<file path="config.mk">
export PLATFORM = sky130hd
export DESIGN_NAME = triac_phase_angle_controller
export DESIGN_NICKNAME = d
export VERILOG_FILES = /design/src/design/tpac_pkg.sv /design/src/design/tpac_level_store.sv /design/src/design/tpac_chan_eval.sv /design/src/design/triac_phase_angle_controller.sv
export VERILOG_INCLUDE_DIRS = /design/src /design/src/design
export SDC_FILE = /design/constraint.sdc
export NUM_CORES = 1
export LEC_CHECK = 0
export BUFFER_PORTS_ARGS = -buffer_cell sky130_fd_sc_hd__clkbuf_2
export CELL_PAD_IN_SITES_DETAIL_PLACEMENT = 1
export CELL_PAD_IN_SITES_GLOBAL_PLACEMENT = 2
export CORE_MARGIN = 2
export CORE_UTILIZATION = 46
export CTS_CLUSTER_DIAMETER = 30
export DETAILED_ROUTE_END_ITERATION = 6
export HOLD_SLACK_MARGIN = 0.05
export PLACE_DENSITY = 0.9
export SLEW_MARGIN = 15
export SYNTH_ARGS = -nofsm -noshare
export SYNTH_HDL_FRONTEND = slang
export SYNTH_HIERARCHICAL = 1
export SYNTH_SLANG_ARGS = --single-unit
</file>
<file path="constraint.sdc">
create_clock -name i_clk -period 21.6 [get_ports i_clk]
set_input_delay 3.24 -clock i_clk [delete_from_list [all_inputs] [get_ports i_clk]]
set_output_delay 3.24 -clock i_clk [all_outputs]
set_load 0.02 [all_outputs]
</file>
<file path="src/design/triac_phase_angle_controller_defines.svh">
// ---------------------------------------------------------------------------
// Assertion macros for the triac phase-angle controller
// Shared property wrappers, clocked on i_clk, off while in reset.
// ---------------------------------------------------------------------------
`ifndef TRIAC_PHASE_ANGLE_CONTROLLER_DEFINES_SVH
`define TRIAC_PHASE_ANGLE_CONTROLLER_DEFINES_SVH

// consequent must hold in the same cycle
`define TPAC_ASSERT_SAME(label, ante, cons, msg) \
    label: assert property (@(posedge i_clk) disable iff (!i_rst_n) (ante) |-> (cons)) \
        else $error(msg);

// consequent must hold in the next cycle
`define TPAC_ASSERT_NEXT(label, ante, cons, msg) \
    label: assert property (@(posedge i_clk) disable iff (!i_rst_n) (ante) |=> (cons)) \
        else $error(msg);

`endif

</file>
<file path="src/design/tpac_pkg.sv">
// ---------------------------------------------------------------------------
// tpac_pkg
// Types, constants and helpers shared by the phase-angle controller.
// ---------------------------------------------------------------------------
`timescale 1ns / 1ps
`default_nettype none

package tpac_pkg;

    localparam int LEVEL_W     = 13;
    localparam int CFG_W       = 16;
    localparam int OUT_W       = 16;
    localparam int PROD_W      = CFG_W + LEVEL_W;
    localparam int LEVEL_SHIFT = 12;

    localparam logic [LEVEL_W-1:0] LEVEL_FULL     = 13'd4096;
    localparam logic [LEVEL_W-1:0] LEVEL_LOW_CUT  = 13'd128;
    localparam logic [LEVEL_W-1:0] LEVEL_HIGH_CUT = 13'd3967;

    localparam logic [CFG_W-1:0] HALF_CYCLE_RST = 16'd200;
    localparam logic [CFG_W-1:0] GATE_PULSE_RST = 16'd2;

    // register indexes (word address paddr[3:2])
    localparam logic [1:0] REG_HALF_CYCLE = 2'd0;
    localparam logic [1:0] REG_GATE_PULSE = 2'd1;
    localparam logic [1:0] REG_SIMULATE   = 2'd2;

    typedef enum logic [1:0] {
        OP_TICK       = 2'd0,
        OP_ZERO_CROSS = 2'd1,
        OP_SET_LEVEL  = 2'd2
    } t_op;

    typedef enum logic [1:0] {
        ST_IDLE,
        ST_RUN,
        ST_POST
    } t_state;

    typedef struct packed {
        logic             simulate;
        logic [CFG_W-1:0] half_cycle;
        logic [CFG_W-1:0] gate_pulse;
    } t_eval_cfg;

    function automatic logic [LEVEL_W-1:0] clamp_level(input logic [LEVEL_W-1:0] lvl);
        logic [LEVEL_W-1:0] res;
        res = lvl;
        if (lvl < LEVEL_LOW_CUT) begin
            res = '0;
        end
        if (lvl > LEVEL_HIGH_CUT) begin
            res = LEVEL_FULL;
        end
        return res;
    endfunction

endpackage

`default_nettype wire

</file>
<file path="src/design/tpac_level_store.sv">
// ---------------------------------------------------------------------------
// tpac_level_store
// Per-channel level memory, one write and one registered read per cycle.
// ---------------------------------------------------------------------------
`timescale 1ns / 1ps
`default_nettype none

module tpac_level_store #(
    parameter int CHANNELS = 16,
    localparam int AW = (CHANNELS > 1) ? $clog2(CHANNELS) : 1
) (
    input  wire logic                         i_clk,
    input  wire logic                         i_rst_n,
    input  wire logic                         i_wr_en,
    input  wire logic [AW-1:0]                i_wr_addr,
    input  wire logic [tpac_pkg::LEVEL_W-1:0] i_wr_level,
    input  wire logic                         i_rd_en,
    input  wire logic [AW-1:0]                i_rd_addr,
    output logic                              o_rd_vld,
    output logic [AW-1:0]                     o_rd_addr,
    output logic [tpac_pkg::LEVEL_W-1:0]      o_level
);

    logic [tpac_pkg::LEVEL_W-1:0] r_mem [CHANNELS];
    logic [tpac_pkg::LEVEL_W-1:0] r_q;
    logic [CHANNELS-1:0]          r_written;
    logic                         r_q_ok;
    logic                         r_rd_vld;
    logic [AW-1:0]                r_rd_addr;

    always_ff @(posedge i_clk) begin
        if (i_wr_en) begin
            r_mem[i_wr_addr] <= i_wr_level;
        end
        if (i_rd_en) begin
            r_q       <= r_mem[i_rd_addr];
            r_q_ok    <= r_written[i_rd_addr];
            r_rd_addr <= i_rd_addr;
        end
    end

    // written flags stand in for the all-zero reset of the array
    always_ff @(posedge i_clk) begin
        if (!i_rst_n) begin
            r_written <= '0;
            r_rd_vld  <= 1'b0;
        end else begin
            r_rd_vld <= i_rd_en;
            if (i_wr_en) begin
                r_written[i_wr_addr] <= 1'b1;
            end
        end
    end

    assign o_rd_vld  = r_rd_vld;
    assign o_rd_addr = r_rd_addr;
    assign o_level   = r_q_ok ? r_q : '0;

endmodule

`default_nettype wire

</file>
<file path="src/design/tpac_chan_eval.sv">
// ---------------------------------------------------------------------------
// tpac_chan_eval
// Two-stage channel evaluator: firing delay, then pin compare.
// ---------------------------------------------------------------------------
`timescale 1ns / 1ps
`default_nettype none

module tpac_chan_eval #(
    parameter int CHANNELS   = 16,
    parameter int COUNT_BITS = 16,
    localparam int AW   = (CHANNELS > 1) ? $clog2(CHANNELS) : 1,
    localparam int CMPW = ((COUNT_BITS > tpac_pkg::CFG_W + 1) ? COUNT_BITS
                                                              : tpac_pkg::CFG_W + 1) + 1
) (
    input  wire logic                         i_clk,
    input  wire logic                         i_rst_n,
    input  wire logic                         i_vld,
    input  wire logic [AW-1:0]                i_idx,
    input  wire logic [tpac_pkg::LEVEL_W-1:0] i_level,
    input  wire tpac_pkg::t_eval_cfg          i_cfg,
    input  wire logic [COUNT_BITS-1:0]        i_count,
    output logic                              o_vld,
    output logic [AW-1:0]                     o_idx,
    output logic                              o_pin
);

    logic [tpac_pkg::PROD_W-1:0] prod;
    logic [tpac_pkg::CFG_W-1:0]  r_delay;
    logic                        r_s1_vld;
    logic [AW-1:0]               r_s1_idx;
    logic [CMPW-1:0]             cnt_x;
    logic [CMPW-1:0]             dly_x;
    logic [CMPW-1:0]             end_x;
    logic                        pin;
    logic                        r_pin;
    logic                        r_s2_vld;
    logic [AW-1:0]               r_s2_idx;

    // delay = period * (4096 - level) >> 12, never above period
    assign prod = tpac_pkg::PROD_W'(i_cfg.half_cycle)
                * tpac_pkg::PROD_W'(tpac_pkg::LEVEL_FULL - i_level);

    always_ff @(posedge i_clk) begin
        r_delay  <= prod[tpac_pkg::LEVEL_SHIFT +: tpac_pkg::CFG_W];
        r_s1_idx <= i_idx;
        r_pin    <= pin;
        r_s2_idx <= r_s1_idx;
    end

    assign cnt_x = CMPW'(i_count);
    assign dly_x = CMPW'(r_delay);
    assign end_x = dly_x + CMPW'(i_cfg.gate_pulse);

    always_comb begin
        if (i_cfg.simulate) begin
            pin = (cnt_x >= dly_x);
        end else begin
            pin = (cnt_x < dly_x) || (cnt_x > end_x);
        end
    end

    always_ff @(posedge i_clk) begin
        if (!i_rst_n) begin
            r_s1_vld <= 1'b0;
            r_s2_vld <= 1'b0;
        end else begin
            r_s1_vld <= i_vld;
            r_s2_vld <= r_s1_vld;
        end
    end

    assign o_vld = r_s2_vld;
    assign o_idx = r_s2_idx;
    assign o_pin = r_pin;

endmodule

`default_nettype wire

</file>
<file path="src/design/triac_phase_angle_controller.sv">
// ---------------------------------------------------------------------------
// triac_phase_angle_controller
// Multi-channel leading-edge phase-angle dimmer for mains loads.
// ---------------------------------------------------------------------------
// Every transaction on the input channel returns exactly one gate_pattern
// transaction. A set-level transaction writes one channel's level (clamped:
// below 128 reads as off, above 3967 as fully on) and a zero-cross
// transaction clears the tick counter (ignored in simulate mode); both
// repeat the last pattern. A tick transaction advances the counter and then
// walks the level memory one channel per cycle through a two-stage
// evaluator (delay multiply, then compare); the single read port of the
// level memory sets that pace. The result register frees the input side: a
// new transaction is taken while the previous pattern still waits on
// o_valid. Configuration (APB, regs at 0x0 period, 0x4 gate width, 0x8
// simulate) is expected only while the block is idle. Channels above 16 are
// evaluated but not visible in the 16-bit pattern.
// ---------------------------------------------------------------------------
`timescale 1ns / 1ps
`default_nettype none

`include "triac_phase_angle_controller_defines.svh"

module triac_phase_angle_controller #(
    parameter int CHANNELS   = 16,
    parameter int COUNT_BITS = 16
) (
    input  wire logic                         i_clk,
    input  wire logic                         i_rst_n,
    // configuration
    input  wire logic                         psel,
    input  wire logic                         penable,
    input  wire logic                         pwrite,
    input  wire logic [3:0]                   paddr,
    input  wire logic [31:0]                  pwdata,
    output logic [31:0]                       prdata,
    output logic                              pready,
    // command channel
    input  wire logic                         i_valid,
    output logic                              o_ready,
    input  wire logic [1:0]                   i_operation,
    input  wire logic [3:0]                   i_channel,
    input  wire logic [tpac_pkg::LEVEL_W-1:0] i_level,
    // pattern channel
    output logic                              o_valid,
    input  wire logic                         i_ready,
    output logic [tpac_pkg::OUT_W-1:0]        o_gate_pattern
);

    localparam int AW   = (CHANNELS > 1) ? $clog2(CHANNELS) : 1;
    localparam int CNTW = $clog2(CHANNELS + 1);
    localparam int CMPW = ((COUNT_BITS > tpac_pkg::CFG_W + 1) ? COUNT_BITS
                                                              : tpac_pkg::CFG_W + 1) + 1;
    localparam logic [CNTW-1:0] LP_CH   = CNTW'(CHANNELS);
    localparam logic [AW-1:0]   LP_LAST = AW'(CHANNELS - 1);
    localparam logic [6:0]      LP_CH7  = 7'(CHANNELS);

    // configuration registers
    logic [tpac_pkg::CFG_W-1:0] r_hct;
    logic [tpac_pkg::CFG_W-1:0] r_gate;
    logic                       r_sim;
    logic                       cfg_wr;
    tpac_pkg::t_eval_cfg        eval_cfg;

    // control
    tpac_pkg::t_state           r_state, n_state;
    logic [COUNT_BITS-1:0]      r_cnt, n_cnt;
    logic [CNTW-1:0]            r_rd_cnt, n_rd_cnt;
    logic [CHANNELS-1:0]        r_pins, n_pins;
    logic [CHANNELS-1:0]        r_acc, n_acc;
    logic                       r_out_vld, n_out_vld;
    logic [tpac_pkg::OUT_W-1:0] r_out, n_out;

    logic                       accept;
    tpac_pkg::t_op              op;
    logic [COUNT_BITS-1:0]      cnt_inc;
    logic                       wrap;
    logic [6:0]                 ch7;
    logic                       ch_ok;
    logic                       wr_en;
    logic                       rd_en;

    // store / evaluator links
    logic                         st_vld;
    logic [AW-1:0]                st_idx;
    logic [tpac_pkg::LEVEL_W-1:0] st_level;
    logic                         pin_vld;
    logic [AW-1:0]                pin_idx;
    logic                         pin;

    // ---------------- APB ----------------
    assign pready = 1'b1;
    assign cfg_wr = psel && penable && pwrite && pready;

    always_ff @(posedge i_clk) begin
        if (!i_rst_n) begin
            r_hct  <= tpac_pkg::HALF_CYCLE_RST;
            r_gate <= tpac_pkg::GATE_PULSE_RST;
            r_sim  <= 1'b0;
        end else if (cfg_wr) begin
            case (paddr[3:2])
                tpac_pkg::REG_HALF_CYCLE: r_hct  <= pwdata[tpac_pkg::CFG_W-1:0];
                tpac_pkg::REG_GATE_PULSE: r_gate <= pwdata[tpac_pkg::CFG_W-1:0];
                tpac_pkg::REG_SIMULATE:   r_sim  <= pwdata[0];
                default: ;
            endcase
        end
    end

    always_comb begin
        case (paddr[3:2])
            tpac_pkg::REG_HALF_CYCLE: prdata = 32'(r_hct);
            tpac_pkg::REG_GATE_PULSE: prdata = 32'(r_gate);
            tpac_pkg::REG_SIMULATE:   prdata = 32'(r_sim);
            default:                  prdata = '0;
        endcase
    end

    assign eval_cfg = '{simulate: r_sim, half_cycle: r_hct, gate_pulse: r_gate};

    // ---------------- command decode ----------------
    assign o_ready = (r_state == tpac_pkg::ST_IDLE);
    assign accept  = i_valid && o_ready;
    assign op      = tpac_pkg::t_op'(i_operation);

    // saturating advance; in simulate mode wrap at the nominal period
    assign cnt_inc = (r_cnt == '1) ? r_cnt : r_cnt + 1'b1;
    assign wrap    = r_sim && (CMPW'(cnt_inc) == CMPW'(r_hct));

    assign ch7   = {3'b000, i_channel};
    assign ch_ok = (ch7 < LP_CH7);

    // ---------------- sequencer ----------------
    always_ff @(posedge i_clk) begin
        if (!i_rst_n) begin
            r_state   <= tpac_pkg::ST_IDLE;
            r_cnt     <= '0;
            r_rd_cnt  <= '0;
            r_pins    <= '0;
            r_out_vld <= 1'b0;
        end else begin
            r_state   <= n_state;
            r_cnt     <= n_cnt;
            r_rd_cnt  <= n_rd_cnt;
            r_pins    <= n_pins;
            r_out_vld <= n_out_vld;
        end
    end

    always_ff @(posedge i_clk) begin
        r_acc <= n_acc;
        r_out <= n_out;
    end

    always_comb begin
        n_state   = r_state;
        n_cnt     = r_cnt;
        n_rd_cnt  = r_rd_cnt;
        n_pins    = r_pins;
        n_acc     = r_acc;
        n_out     = r_out;
        n_out_vld = r_out_vld && !i_ready;
        wr_en     = 1'b0;
        rd_en     = 1'b0;

        case (r_state)
            tpac_pkg::ST_IDLE: begin
                if (accept) begin
                    n_state = tpac_pkg::ST_POST;
                    case (op)
                        tpac_pkg::OP_TICK: begin
                            n_cnt    = wrap ? '0 : cnt_inc;
                            n_rd_cnt = '0;
                            n_state  = tpac_pkg::ST_RUN;
                        end
                        tpac_pkg::OP_ZERO_CROSS: begin
                            if (!r_sim) begin
                                n_cnt = '0;
                            end
                        end
                        tpac_pkg::OP_SET_LEVEL: begin
                            wr_en = ch_ok;
                        end
                        default: ;
                    endcase
                end
            end
            tpac_pkg::ST_RUN: begin
                // one level read per cycle; results pass the read and eval registers
                if (r_rd_cnt < LP_CH) begin
                    rd_en    = 1'b1;
                    n_rd_cnt = r_rd_cnt + 1'b1;
                end
                if (pin_vld) begin
                    n_acc[pin_idx] = pin;
                    if (pin_idx == LP_LAST) begin
                        n_pins  = n_acc;
                        n_state = tpac_pkg::ST_POST;
                    end
                end
            end
            tpac_pkg::ST_POST: begin
                if (!r_out_vld || i_ready) begin
                    n_out_vld = 1'b1;
                    n_out     = tpac_pkg::OUT_W'(r_pins);
                    n_state   = tpac_pkg::ST_IDLE;
                end
            end
            default: begin
                n_state = tpac_pkg::ST_IDLE;
            end
        endcase
    end

    assign o_valid        = r_out_vld;
    assign o_gate_pattern = r_out;

    // ---------------- datapath ----------------
    tpac_level_store #(
        .CHANNELS (CHANNELS)
    ) u_store (
        .i_clk      (i_clk),
        .i_rst_n    (i_rst_n),
        .i_wr_en    (wr_en),
        .i_wr_addr  (ch7[AW-1:0]),
        .i_wr_level (tpac_pkg::clamp_level(i_level)),
        .i_rd_en    (rd_en),
        .i_rd_addr  (r_rd_cnt[AW-1:0]),
        .o_rd_vld   (st_vld),
        .o_rd_addr  (st_idx),
        .o_level    (st_level)
    );

    tpac_chan_eval #(
        .CHANNELS   (CHANNELS),
        .COUNT_BITS (COUNT_BITS)
    ) u_eval (
        .i_clk   (i_clk),
        .i_rst_n (i_rst_n),
        .i_vld   (st_vld),
        .i_idx   (st_idx),
        .i_level (st_level),
        .i_cfg   (eval_cfg),
        .i_count (r_cnt),
        .o_vld   (pin_vld),
        .o_idx   (pin_idx),
        .o_pin   (pin)
    );

    // ---------------- assertions ----------------
    `TPAC_ASSERT_SAME(a_no_write_busy, r_state != tpac_pkg::ST_IDLE, !wr_en, "level write while busy")
    `TPAC_ASSERT_SAME(a_idle_pipe_empty, r_state == tpac_pkg::ST_IDLE, !pin_vld && !st_vld, "evaluator busy in idle")
    `TPAC_ASSERT_NEXT(a_last_to_post, r_state == tpac_pkg::ST_RUN && pin_vld && pin_idx == LP_LAST, r_state == tpac_pkg::ST_POST, "tick did not complete")
    `TPAC_ASSERT_SAME(a_sim_wrap, r_state == tpac_pkg::ST_RUN && r_sim, CMPW'(r_cnt) != CMPW'(r_hct), "counter missed wrap")

endmodule

`default_nettype wire
</file>
==> Yosys cells after proc, flatten, opt, wreduce, memory -nomap -nowiden <==
Memory sizes are Yosys's and may differ from the RTL's. A register that Yosys moved wholly into a read port is not among the register bits.
Index checks and enable logic that the tools add are counted.
{ "word_totals": {"register_bits": 154, "ramBits": 208, "input_bits": 62, "output_inout_bits": 51, "word_cells": 115, "n_memories": 1} }
{ "memory_table": {"columns": ["name", "depth", "width", "read_ports", "rd_ports_with_merged_regs", "wr", "line_no", "source"], "rows": [
  ["u_store.r_mem", 16, 13, 1, 1, 1, "tpac_level_store.sv:24", "logic [tpac_pkg::LEVEL_W-1:0] r_mem [CHANNELS];"]
]} }
{ "classes": {"add_sub_neg": 4, "n_mul": 1, "order_cmp": 12, "eq_ne": 16, "n_mux": 35, "n_bitwise": 1, "n_reduce_logical": 25} }
{ "op_table": {"columns": ["op", "n"], "rows": [
  ["$mux W16", 3],
  ["$pmux W16 S3", 1],
  ["$mux W13", 3],
  ["$pmux W16 S2", 1],
  ["$mul A16 B29 Y28", 1],
  ["$lt A4 B5 Y1 const B", 4],
  ["$gt A16 B18 Y1", 1],
  ["$add A16 B16 Y17", 1],
  ["$add A16 B1 Y16 const B", 1],
  ["$bwmux W16", 1],
  ["$eq A16 B16 Y1", 1],
  ["$eq A16 B16 Y1 const B", 1],
  ["$ge A16 B16 Y1", 1],
  ["$lt A16 B16 Y1", 1],
  ["$or A16 B16 Y16", 1],
  ["$mux W5", 3],
  ["$sub A13 B13 Y14 const A", 1],
  ["$gt A13 B12 Y1 const B", 1],
  ["$lt A13 B8 Y1 const B", 1],
  ["$mux W1", 13],
  ["$reduce_and A4 Y1", 3],
  ["$mux W2", 5],
  ["$pmux W5 S2", 1],
  ["$reduce_and A2 Y1", 5],
  ["other kinds (17)", 39]
]} }

==> Logic depth before layout (Yosys ltp) <==
Gate-level depths: netlist of the first run.
{ "logic_depth": {"word_depth": 6, "ltp_mapped": 33, "mapped_depth_nobuf": 30} }

==> By module <==
The synthesis of the first run kept the hierarchy.
{ "modules_own_cells": {"columns": ["module", "n_inst", "cells_each", "area_per_inst_um2", "seq_area_each_um2"], "rows": [
  ["tpac_chan_eval", 1, 1013, 9121.2, 540.5],
  ["tpac_level_store", 1, 417, 9102.5, 7126.8],
  ["triac_phase_angle_controller", 1, 599, 5403.9, 2392.3]
]} }

==> Worst setup path before layout of the first run <==
Ideal clock, no wire load.
{ "synth_timing": {"kind": "input -> output", "start": "input paddr[2]", "end": "output prdata[13]", "arrival_ns": 4.522, "required_ns": 18.360, "setup_slack_ns": 13.838, "stages": 4, "n_path_buf": 2, "cell_sequence": "buf_1 clkbuf_1 mux2i_1 nor2_1"} }
{ "synth_between": {"elab_chain_len": 2, "word_cells_on_any_way": 4, "classes_between": "eq/ne: 2; mux: 1; reduce/logical: 1"} }
{ "synth_rtl": {"columns": ["item", "line_no", "source"], "rows": [
  ["from (decl)", "triac_phase_angle_controller.sv:33", "input wire logic [3:0] paddr,"],
  ["$eq A2 B2 Y1 (tied with other cells)", "triac_phase_angle_controller.sv:110", "case (paddr[3:2])"],
  ["$pmux W16 S3 (*)", "triac_phase_angle_controller.sv:110", null],
  ["to (decl)", "triac_phase_angle_controller.sv:35", "output logic [31:0] prdata,"]
]} }
Mark *: on every way between the ends. The rest lies on a longest branch, timed or not.

==> Worst setup path after layout of the first run <==
{ "layout_timing": {"start": "register u_store.r_q_ok", "end": "register u_eval/r_delay[15] in the netlist's numbering"} }
{ "layout_between": {"elab_chain_len": 3} }
{ "layout_rtl": {"columns": ["item", "line_no", "source"], "rows": [
  ["from (decl)", "tpac_level_store.sv:27", "logic r_q_ok;"],
  ["from (signal assigned)", "tpac_level_store.sv:37", "r_q_ok <= r_written[i_rd_addr];"],
  ["$mux W13", "tpac_level_store.sv:57", "assign o_level = r_q_ok ? r_q : '0;"],
  ["via st_level (one bit)", "triac_phase_angle_controller.sv:85", "logic [tpac_pkg::LEVEL_W-1:0] st_level;"],
  ["$sub A13 B13 Y14", "tpac_chan_eval.sv:41", "* tpac_pkg::PROD_W'(tpac_pkg::LEVEL_FULL - i_level);"],
  ["$mul A16 B29 Y28", "tpac_chan_eval.sv:41", null],
  ["via u_eval.prod (one bit)", "tpac_chan_eval.sv:27", "logic [tpac_pkg::PROD_W-1:0] prod;"],
  ["to (signal assigned)", "tpac_chan_eval.sv:44", "r_delay <= prod[tpac_pkg::LEVEL_SHIFT +: tpac_pkg::CFG_W];"],
  ["to (decl)", "tpac_chan_eval.sv:28", "logic [tpac_pkg::CFG_W-1:0] r_delay;"]
]} }
The timed path passes the listed nets, and every way through them passes these cells.
A chain may end at the register's enable or synchronous reset.

==> impl_table.tex, run 1 <==
\begin{tabular}{lr}
\hline
Metric & Value \\
\hline
\multicolumn{2}{l}{\textbf{Synth}} \\
\quad Synth Flop Type & sky130\_fd\_sc\_hd\_\_edfxtp\_1 \\
\quad Async set or reset register ratio after synthesis & 0\% \\
\quad Part of the Yosys area used for sequential elements & 42.6\% \\
\quad Number of instances in the synthesized netlist & 2029 \\
\quad Register bit total from synthesis & 374 \\
\quad Count of different cell masters after synthesis & 75 \\
\quad Cell Area, Synth & 23600 sq um \\
\quad Count of synthesis-stage warnings from yosys & 6 \\
\quad Yosys top cell by area & sky130\_fd\_sc\_hd\_\_edfxtp\_1 \\
\quad Main area contributors after synthesis & sky130\_fd\_sc\_hd\_\_edfxtp\_1, sky130\_fd\_sc\_hd\_\_fa\_1, sky130\_fd\_sc\_hd\_\_dfxtp\_1, sky130\_fd\_sc\_hd\_\_ha\_1, sky130\_fd\_sc\_hd\_\_mux4\_2 \\
\quad Number of flops mapped to enable cells by yosys & 257 \\
\quad Avg Synthesized Cell Area & 11.6 sq um \\
\quad Area fraction of the dominant cell type after synthesis & 32.7\% \\
\multicolumn{2}{l}{\textbf{Timing}} \\
\quad Worst slew margin relative to its limit & 30.4\% \\
\quad Final setup violation count & 0 \\
\quad Final critical-path required period & 8330 ps \\
\quad Final Hold Vio Count & 0 \\
\quad Timing-limited maximum frequency & 120 MHz \\
\quad Unrepaired setup endpoints after global routing & no \\
\quad Final-layout worst hold slack & 337 ps \\
\quad Final TNS setup & 0 ps \\
\quad Total count of max-transition violations in the final report & 0 \\
\quad Fin Clk Skew & 31.8 ps \\
\quad Crit share post-route & 38.6\% \\
\quad Worst-Margin Slew & 1040 ps \\
\multicolumn{2}{l}{\textbf{Setup path}} \\
\quad Category of the worst setup path capture point & register \\
\quad Worst R2R Path Depth & 27 \\
\quad Delay-heaviest family, CP & adder cells \\
\quad Worst setup path category & register to register \\
\quad Terminus of the critical flop-to-flop path & u\_eval/r\_delay[15] \\
\quad Critical Path Fanout Max & 16 \\
\quad Worst Setup Start Kind & register \\
\quad Delay of the slowest critical-path stage & 770 ps \\
\quad Critical Path RT & 22090 ps \\
\quad Reg2reg start & u\_store/r\_q\_ok \\
\quad Cell count along the critical path & 27 \\
\quad Crit path max-delay cell type & sky130\_fd\_sc\_hd\_\_xor2\_2 \\
\quad CP Data Arrival Time & 8820 ps \\
\quad Critical path buffers and inverters & 5 \\
\quad Minimum setup slack among reg-to-reg paths & 13270 ps \\
\multicolumn{2}{l}{\textbf{Final layout}} \\
\quad Sequential cell area & 10100 sq um \\
\quad Antenna fix cells & 0 \\
\quad Number of inserted filler cells in the final layout & 5306 \\
\quad Leading cell type in the layout, fill and taps excluded & sky130\_fd\_sc\_hd\_\_edfxtp\_1 \\
\quad Total Nets Final & 2514 \\
\quad Final Core Density & 53.5\% \\
\quad Final instance area & 27300 sq um \\
\quad Synthesis-to-finish area growth & 15.6\% \\
\quad Share of post-route cells with drive strength above 1 & 15.9\% \\
\quad Multi-input combinational cell area & 12400 sq um \\
\quad Highest-count cells in the layout ignoring fill and taps & sky130\_fd\_sc\_hd\_\_edfxtp\_1, sky130\_fd\_sc\_hd\_\_nand2\_1, sky130\_fd\_sc\_hd\_\_inv\_1, sky130\_fd\_sc\_hd\_\_fa\_1, sky130\_fd\_sc\_hd\_\_and2\_1 \\
\multicolumn{2}{l}{\textbf{Floorplanning}} \\
\quad Total I/O pin count & 113 \\
\quad Total core area & 51100 sq um \\
\quad Die X & 231 microns \\
\quad Num rows & 83 \\
\quad Effective utilization at floorplan & 46.2\% \\
\quad DIE AREA & 53200 sq um \\
\quad Die extent in y & 231 microns \\
\multicolumn{2}{l}{\textbf{Flow run}} \\
\quad Max-cap violations & 0 \\
\multicolumn{2}{l}{\textbf{Outcome}} \\
\quad Outcome & completed \\
\multicolumn{2}{l}{\textbf{Clocking}} \\
\quad Clock buffers created by TritonCTS & 73 \\
\quad Clock transition at the registers of the reported paths & 50 ps \\
\quad Root cell of the clock tree & sky130\_fd\_sc\_hd\_\_clkbuf\_16 \\
\quad Clock tree buffer depth & 3 \\
\quad Clk sink count & 374 \\
\quad Worst-skew pair later-pin latency & 620 ps \\
\quad Number of buffers inserted to repair setup after CTS & 0 \\
\quad Clock tree from TritonCTS & done \\
\quad Number of hold buffers added after cts & 0 \\
\quad H-Tree Level Count & 3 \\
\quad Gates resized, CTS repair & 0 \\
\multicolumn{2}{l}{\textbf{Hold path}} \\
\quad Sink of the worst hold path & u\_eval/o\_idx[1] \\
\quad Hold Startpoint & u\_eval/r\_s1\_idx[1] \\
\quad Class of the worst hold path & register to register \\
\quad Hold Crit Depth & 0 \\
\multicolumn{2}{l}{\textbf{Drt}} \\
\quad Iteration-0 DRC count of the detailed router & 846 \\
\quad Post-detailed-routing wire length & 64600 microns \\
\quad Routed wire length per instance & 22.4 microns \\
\quad 1st-pass router iterations & 5 \\
\quad Via count & 16147 \\
\quad Vias per cell & 5.60 \\
\quad Remaining design rule violation count & 0 \\
\quad Remaining antenna violation count & 0 \\
\multicolumn{2}{l}{\textbf{Placement}} \\
\quad Count of buffers inserted at the top-level ports & 77 \\
\quad Instance area after placement & 24800 sq um \\
\quad Final weighted congestion in routability-driven placement & 0.851 \\
\quad Hpwl dp & 44400 microns \\
\multicolumn{2}{l}{\textbf{GRT}} \\
\quad Largest net degree at the start of global routing & 81 \\
\quad Antenna violations before repair & 0 \\
\quad First-pass GRT wire length & 103000 microns \\
\quad GRT Overall Usage & 25.2\% \\
\quad Via count of the first global-routing pass & 18209 \\
\quad Remaining global-route overflow & 0 \\
\multicolumn{2}{l}{\textbf{Power}} \\
\quad Pwr dens & 80.0 nW/um\^{}2 \\
\quad Leakage & 0.0112 uW \\
\quad Worst IR drop on VDD & 0.0786 mV \\
\quad Total power & 2190 uW \\
\hline
\end{tabular}
worst register-to-register path, cell delays in order, from the launching register on:
cell                       delay [ps]
sky130_fd_sc_hd__edfxtp_1         520
sky130_fd_sc_hd__and2_1           250
sky130_fd_sc_hd__nor4_2           320
sky130_fd_sc_hd__nand2_1          110
sky130_fd_sc_hd__or4_4            480
sky130_fd_sc_hd__xor2_2           770
sky130_fd_sc_hd__nand2_1          200
sky130_fd_sc_hd__fa_1             570
sky130_fd_sc_hd__inv_1             50
sky130_fd_sc_hd__ha_1             290
sky130_fd_sc_hd__inv_1             70
sky130_fd_sc_hd__fa_1             550
sky130_fd_sc_hd__inv_1             60
sky130_fd_sc_hd__fa_1             500
sky130_fd_sc_hd__fa_1             560
sky130_fd_sc_hd__inv_1             60
sky130_fd_sc_hd__fa_1             560
sky130_fd_sc_hd__inv_1             60
sky130_fd_sc_hd__ha_1             360
sky130_fd_sc_hd__a21o_1           190
sky130_fd_sc_hd__a21oi_1          130
sky130_fd_sc_hd__nor2b_1           80
sky130_fd_sc_hd__o21ai_1          280
sky130_fd_sc_hd__a31oi_1          250
sky130_fd_sc_hd__o21a_1           280
sky130_fd_sc_hd__a211o_1          300
sky130_fd_sc_hd__a21oi_1          180
sky130_fd_sc_hd__xnor2_1          180
sequential cells by signal, summed over array words and instances (netlist names), 13 cells and up:
signal / count
r_hct: 16
r_pins: 16
o_gate_pattern: 16
u_eval/r_delay: 16
u_store/r_written: 16
r_cnt: 16
r_acc: 15
u_store/r_mem: 208
u_store/r_q: 13
r_gate: 16
cells in the mapped netlist, types with 3 or more instances:
cell type,number
sky130_fd_sc_hd__a211o_1,4
sky130_fd_sc_hd__a211oi_1,6
sky130_fd_sc_hd__a21boi_0,31
sky130_fd_sc_hd__a21o_1,12
sky130_fd_sc_hd__a21oi_1,50
sky130_fd_sc_hd__a22oi_1,29
sky130_fd_sc_hd__a31oi_1,9
sky130_fd_sc_hd__a41oi_1,5
sky130_fd_sc_hd__and2_1,146
sky130_fd_sc_hd__and3_1,8
sky130_fd_sc_hd__and4_1,6
sky130_fd_sc_hd__buf_2,10
sky130_fd_sc_hd__buf_4,18
sky130_fd_sc_hd__buf_6,5
sky130_fd_sc_hd__clkbuf_1,60
sky130_fd_sc_hd__dfxtp_1,117
sky130_fd_sc_hd__edfxtp_1,257
sky130_fd_sc_hd__fa_1,166
sky130_fd_sc_hd__ha_1,142
sky130_fd_sc_hd__inv_1,208
sky130_fd_sc_hd__mux2_2,15
sky130_fd_sc_hd__mux2i_1,27
sky130_fd_sc_hd__mux4_2,56
sky130_fd_sc_hd__nand2_1,214
sky130_fd_sc_hd__nand2b_1,21
sky130_fd_sc_hd__nand3_1,25
sky130_fd_sc_hd__nand3b_1,5
sky130_fd_sc_hd__nand4_1,16
sky130_fd_sc_hd__nor2_1,94
sky130_fd_sc_hd__nor2b_1,23
sky130_fd_sc_hd__nor3_1,29
sky130_fd_sc_hd__nor3b_1,4
sky130_fd_sc_hd__nor4_1,11
sky130_fd_sc_hd__o211a_1,10
sky130_fd_sc_hd__o211ai_1,3
sky130_fd_sc_hd__o21a_1,21
sky130_fd_sc_hd__o21ai_0,30
sky130_fd_sc_hd__o21ai_1,10
sky130_fd_sc_hd__or2_2,8
sky130_fd_sc_hd__or3_1,16
sky130_fd_sc_hd__xnor2_1,39
sky130_fd_sc_hd__xor2_1,23
through the flow:
step	setup WS, ps	cells
2_1_floorplan	13840	2044
3_3_place_gp	13640	2749
3_5_place_dp	13420	2749
4_1_cts	13280	2883
5_1_grt	12740	2883
6_report	13270	2883
layer usage:
layer / vias up / share of wire, % / wire [microns] / global-route usage [%]
li1: 7230 / - / - / -
met3: 153 / 3.9 / 2500 / 3.66
met4: 0 / 3.3 / 2150 / 9.76
met2: 430 / 52 / 33400 / 44.7
met1: 8334 / 41 / 26600 / 31.0
met5: - / 0 / 0 / 0
area by class of cell:
cell class | instances | share of cell area (%)
clock inverter | 50 | 2.10
clock buffer | 84 | 6.95
timing repair buffer | 120 | 2.59
tap | 680 | 3.11
sequential | 374 | 36.8
inverter | 208 | 2.86
multi-input combinational | 1367 | 45.6
worst max-delay path by stage:
stage	from	endpoint	slack [ps]
3_3_place_gp	u_store/r_q_ok	u_eval/r_delay[15]	13640
3_5_place_dp	u_store/r_q_ok	u_eval/r_delay[15]	13420
4_1_cts	u_store/r_q_ok	u_eval/r_delay[15]	13280
6_report	u_store/r_q_ok	u_eval/r_delay[15]	13270
2_1_floorplan	paddr[2]	prdata[13]	13840
5_1_grt	u_store/r_q_ok	u_eval/r_delay[15]	12740
where the power goes:
| part | internal (uW) | switching, uW |
|---|---|---|
| sequential | 784 | 16.4 |
| combinational | 107 | 160 |
| clock | 713 | 405 |
cells by family (layout without fill, tap and decap cells):
kind of cell,count (synthesis),after routing,synth area share [%]
AOI/OAI and AO/OA,241,241,7.11
xor gates and xnor gates,63,63,2.41
adders and majority gates,308,308,21.6
buffers and inverters,303,462,5.32
DFF,374,374,42.6
muxes,98,98,7.20
other,2,17,0.0318
and+or+nand+nor,640,640,13.8
Note: power is estimated with default switching activity, not from simulation.
==> run 2, diff against run 1 <==
--- a/config.mk
+++ b/config.mk
@@ -10,11 +10,11 @@
 export CELL_PAD_IN_SITES_DETAIL_PLACEMENT = 1
 export CELL_PAD_IN_SITES_GLOBAL_PLACEMENT = 2
 export CORE_MARGIN = 2
-export CORE_UTILIZATION = 46
+export CORE_UTILIZATION = 43
 export CTS_CLUSTER_DIAMETER = 30
 export DETAILED_ROUTE_END_ITERATION = 6
 export HOLD_SLACK_MARGIN = 0.05
-export PLACE_DENSITY = 0.9
+export PLACE_DENSITY = 0.85
 export SLEW_MARGIN = 15
 export SYNTH_ARGS = -nofsm -noshare
 export SYNTH_HDL_FRONTEND = slang
==> constraint.sdc (replaced) <==
create_clock -name i_clk -period 8.5 [get_ports i_clk]
set_input_delay 1.275 -clock i_clk [delete_from_list [all_inputs] [get_ports i_clk]]
set_output_delay 1.275 -clock i_clk [all_outputs]
set_load 0.02 [all_outputs]
==> run 2 against run 1 <==
Sequential share of layout area fell by 0.19 points. Highest routed layer unchanged. Worst hold slack worse by 14 ps. Largest power group unchanged. Sequential power rose to 2.6 times the previous value. Utilization shrank 2.6 points. Design area rose by 0.53%.
==> impl_table.tex, run 2 (synthesis gave the netlist of run 1 again) <==
\begin{tabular}{lr}
\hline
Metric & Value \\
\hline
\multicolumn{2}{l}{\textbf{Outcome}} \\
\quad Outcome & completed \\
\multicolumn{2}{l}{\textbf{Timing}} \\
\quad Fin Clk Skew & 31.0 ps (-0.787 ps) \\
\quad Total count of max-transition violations in the final report & 0 (unchanged) \\
\quad Final TNS setup & 0 ps (unchanged) \\
\quad Timing-limited maximum frequency & 129 MHz (+7.5\%) \\
\quad Worst slew margin relative to its limit & 20.2\% (-10 points) \\
\quad Worst-Margin Slew & 1190 ps (+151 ps) \\
\quad Crit share post-route & 91.2\% (+53 points) \\
\quad Unrepaired setup endpoints after global routing & no \\
\quad Minimum setup slack in the final design & 751 ps (-12520 ps) \\
\quad Final-layout worst hold slack & 323 ps (-13.7 ps) \\
\quad Final setup violation count & 0 (unchanged) \\
\quad Final Hold Vio Count & 0 (unchanged) \\
\quad Final critical-path required period & 7750 ps (-581 ps) \\
\multicolumn{2}{l}{\textbf{Power}} \\
\quad Worst IR drop on VDD & 0.189 mV (+140\%) \\
\quad Clock share of power & 52.9\% (+1.8 points) \\
\quad Pwr dens & 208 nW/um\^{}2 (+160\%) \\
\quad Sw Ratio & 25.6\% (-0.98 points) \\
\quad Net switching power & 1460 uW (+150\%) \\
\quad Combinational Power Share & 11.4\% (-0.8 points) \\
\quad Leakage & 0.0113 uW (+0.73\%) \\
\quad Relative contribution of sequential cells to total power & 35.7\% (-0.9 points) \\
\quad Int Pwr & 4250 uW (+160\%) \\
\multicolumn{2}{l}{\textbf{Drt}} \\
\quad Via count & 15971 (-1.1\%) \\
\quad Remaining design rule violation count & 0 (unchanged) \\
\quad Routed wire length per instance & 22.0 microns (-1.7\%) \\
\quad Top sig layer & met4 \\
\quad Remaining antenna violation count & 0 (unchanged) \\
\quad 1st-pass router iterations & 5 (unchanged) \\
\quad Vias per cell & 5.50 (-1.8\%) \\
\quad Amount of wire on met2 after detailed routing & 32700 microns (-1.9\%) \\
\quad Iteration-0 DRC count of the detailed router & 974 (+15\%) \\
\quad Wire length the detailed router placed on met1 & 26600 microns (+0.23\%) \\
\quad Post-detailed-routing wire length & 63900 microns (-0.98\%) \\
\quad Wire length on met3 & 2370 microns (-5.2\%) \\
\multicolumn{2}{l}{\textbf{Final layout}} \\
\quad Total Nets Final & 2516 (+0.080\%) \\
\quad Top reg by flops & u\_store/r\_mem \\
\quad Max FFs per register & 208 (unchanged) \\
\quad Synthesis-to-finish area growth & 16.2\% \\
\quad Antenna fix cells & 0 (unchanged) \\
\quad Leading cell type in the layout, fill and taps excluded & sky130\_fd\_sc\_hd\_\_edfxtp\_1 \\
\quad Final Core Density & 50.8\% (-2.6 points) \\
\quad Share of post-route cells with drive strength above 1 & 15.5\% (-0.44 points) \\
\quad Final instance area & 27500 sq um (+0.53\%) \\
\quad Highest-count cells in the layout ignoring fill and taps & sky130\_fd\_sc\_hd\_\_edfxtp\_1, sky130\_fd\_sc\_hd\_\_nand2\_1, sky130\_fd\_sc\_hd\_\_inv\_1, sky130\_fd\_sc\_hd\_\_fa\_1, sky130\_fd\_sc\_hd\_\_and2\_1 \\
\multicolumn{2}{l}{\textbf{Placement}} \\
\quad Place WS & 753 ps (-12660 ps) \\
\quad Hpwl dp & 44700 microns (+0.71\%) \\
\quad Final weighted congestion in routability-driven placement & 0.830 (-2.5\%) \\
\quad Count of buffers inserted at the top-level ports & 77 (unchanged) \\
\quad Instance area after placement & 24800 sq um (about the same) \\
\multicolumn{2}{l}{\textbf{Clocking}} \\
\quad Number of hold buffers added after cts & 0 (unchanged) \\
\quad Clock tree from TritonCTS & done \\
\quad Clock transition at the registers of the reported paths & 50 ps (about the same) \\
\quad Root cell of the clock tree & sky130\_fd\_sc\_hd\_\_clkbuf\_16 \\
\quad Clock tree buffer depth & 3 (unchanged) \\
\quad Number of buffers inserted to repair setup after CTS & 0 (unchanged) \\
\quad H-Tree Level Count & 3 (unchanged) \\
\quad Clk sink count & 374 (unchanged) \\
\quad Worst-skew pair later-pin latency & 620 ps (about the same) \\
\quad Clock buffers created by TritonCTS & 75 (+2.7\%) \\
\quad Gates resized, CTS repair & 0 (unchanged) \\
\multicolumn{2}{l}{\textbf{Setup path}} \\
\quad Category of the worst setup path capture point & register \\
\quad Critical Path Fanout Max & 16 (unchanged) \\
\quad Cell count along the critical path & 24 (-11\%) \\
\quad Worst Setup Start Kind & register \\
\quad Critical Path, Cell by Cell & and2\_1 -> nor4\_2 -> nand2\_1 -> nor3\_2 -> nand2b\_1 -> or4\_4 -> xnor2\_4 -> nand2\_1 -> fa\_1 -> fa\_1 -> inv\_1 -> fa\_1 -> fa\_1 -> fa\_1 -> fa\_1 -> ha\_1 -> a21oi\_1 -> nor2b\_1 -> o21ai\_1 -> a31oi\_1 -> o21a\_1 -> a211o\_1 -> a21oi\_1 -> xnor2\_1 \\
\quad Minimum setup slack among reg-to-reg paths & 750 ps (-12520 ps) \\
\quad Crit. Startpoint & u\_store/r\_q\_ok \\
\quad Critical Path RT & 9020 ps (-13070 ps) \\
\quad Terminus of the critical flop-to-flop path & u\_eval/r\_delay[15] \\
\quad CP Data Arrival Time & 8270 ps (-550 ps) \\
\quad Worst R2R Path Depth & 24 (-11\%) \\
\quad Delay of the slowest critical-path stage & 540 ps (-230 ps) \\
\quad Critical path buffers and inverters & 1 (-4) \\
\quad Reg2reg start & u\_store/r\_q\_ok \\
\quad Worst setup path category & register to register \\
\quad Cell type with the highest occurrence count on the critical path & sky130\_fd\_sc\_hd\_\_fa\_1 \\
\quad Critical path capture point & u\_eval/r\_delay[15] \\
\quad Delay-heaviest family, CP & adder cells \\
\quad Crit path max-delay cell type & sky130\_fd\_sc\_hd\_\_fa\_1 \\
\multicolumn{2}{l}{\textbf{Hold path}} \\
\quad Class of the worst hold path & register to register \\
\multicolumn{2}{l}{\textbf{GRT}} \\
\quad Remaining global-route overflow & 0 (unchanged) \\
\quad First-pass GRT wire length & 101000 microns (-2.2\%) \\
\quad Largest net degree at the start of global routing & 81 (unchanged) \\
\quad GRT Overall Usage & 23.3\% (-1.9 points) \\
\quad Via count of the first global-routing pass & 17888 (-1.8\%) \\
\quad Antenna violations before repair & 0 (unchanged) \\
\multicolumn{2}{l}{\textbf{Floorplanning}} \\
\quad Total core area & 54000 sq um (+5.7\%) \\
\quad Die X & 238 microns (+3.4\%) \\
\quad Die extent in y & 238 microns (+3.4\%) \\
\quad Effective utilization at floorplan & 43.7\% (-2.5 points) \\
\quad Num rows & 85 (+2.4\%) \\
\quad DIE AREA & 56800 sq um (+6.9\%) \\
\quad Total I/O pin count & 113 (unchanged) \\
\multicolumn{2}{l}{\textbf{Flow run}} \\
\quad Max-cap violations & 0 (unchanged) \\
\hline
\end{tabular}
-- run 2: worst min path at each step --
stage	from	endpoint	cells past startpoint
2_1_floorplan	u_eval/r_s1_idx[0]	u_eval/o_idx[0]	0
3_3_place_gp	u_eval/r_s1_idx[0]	u_eval/o_idx[0]	0
3_5_place_dp	u_eval/r_s1_idx[2]	u_eval/o_idx[2]	0
4_1_cts	u_eval/r_s1_idx[0]	u_eval/o_idx[0]	0
5_1_grt	u_eval/r_s1_idx[0]	u_eval/o_idx[0]	0
6_report	u_eval/r_s1_idx[0]	u_eval/o_idx[0]	0
-- run 2: worst reg2reg max path, delay by kind of cell, from the launching register on --
family	cells	cell delay [ps]
adders and majority gates	7	3480
buffers and inverters	1	50
xor gates and xnor gates	2	570
and+or+nand+nor	8	1720
DFF	1	510
AOI/OAI and AO/OA	6	1330
-- run 2: routing by layer --
metal	vias up	global-route usage (%)
li1	7237	-
met1	8180	28.2
met5	-	0
met4	0	9.36
met3	153	3.61
met2	401	41.6
-- run 2: area by class of cell --
| class | count | area [sq um] |
|---|---|---|
| Sequential cell | 374 | 10100 |
| Multi-Input combinational cell | 1367 | 12400 |
| Inverter | 208 | 781 |
| Clock inverter | 50 | 659 |
| Tap cell | 696 | 871 |
| Clock buffer | 89 | 1980 |
| Fill cell | 5610 | 26600 |
| Timing Repair Buffer | 120 | 708 |
-- run 2: per-stage QoR --
| step | std cells | total power [uW] |
|---|---|---|
| CTS | 2904 | 5770 |
| detailed placement | 2765 | 2720 |
| global route | 2904 | 5930 |
| finish | 2904 | 5710 |
| floorplan | 2044 | 2530 |
| global placement | 2765 | 2700 |
-- run 2: power groups by stage --
stage          Combinational [uW]  Sequential, uW  Clock, uW
2_1_floorplan                 483            2050          0
3_3_place_gp                  627            2070          0
3_5_place_dp                  653            2070          0
4_1_cts                       663            2040       3070
5_1_grt                       744            2040       3150
6_report                      651            2040       3020
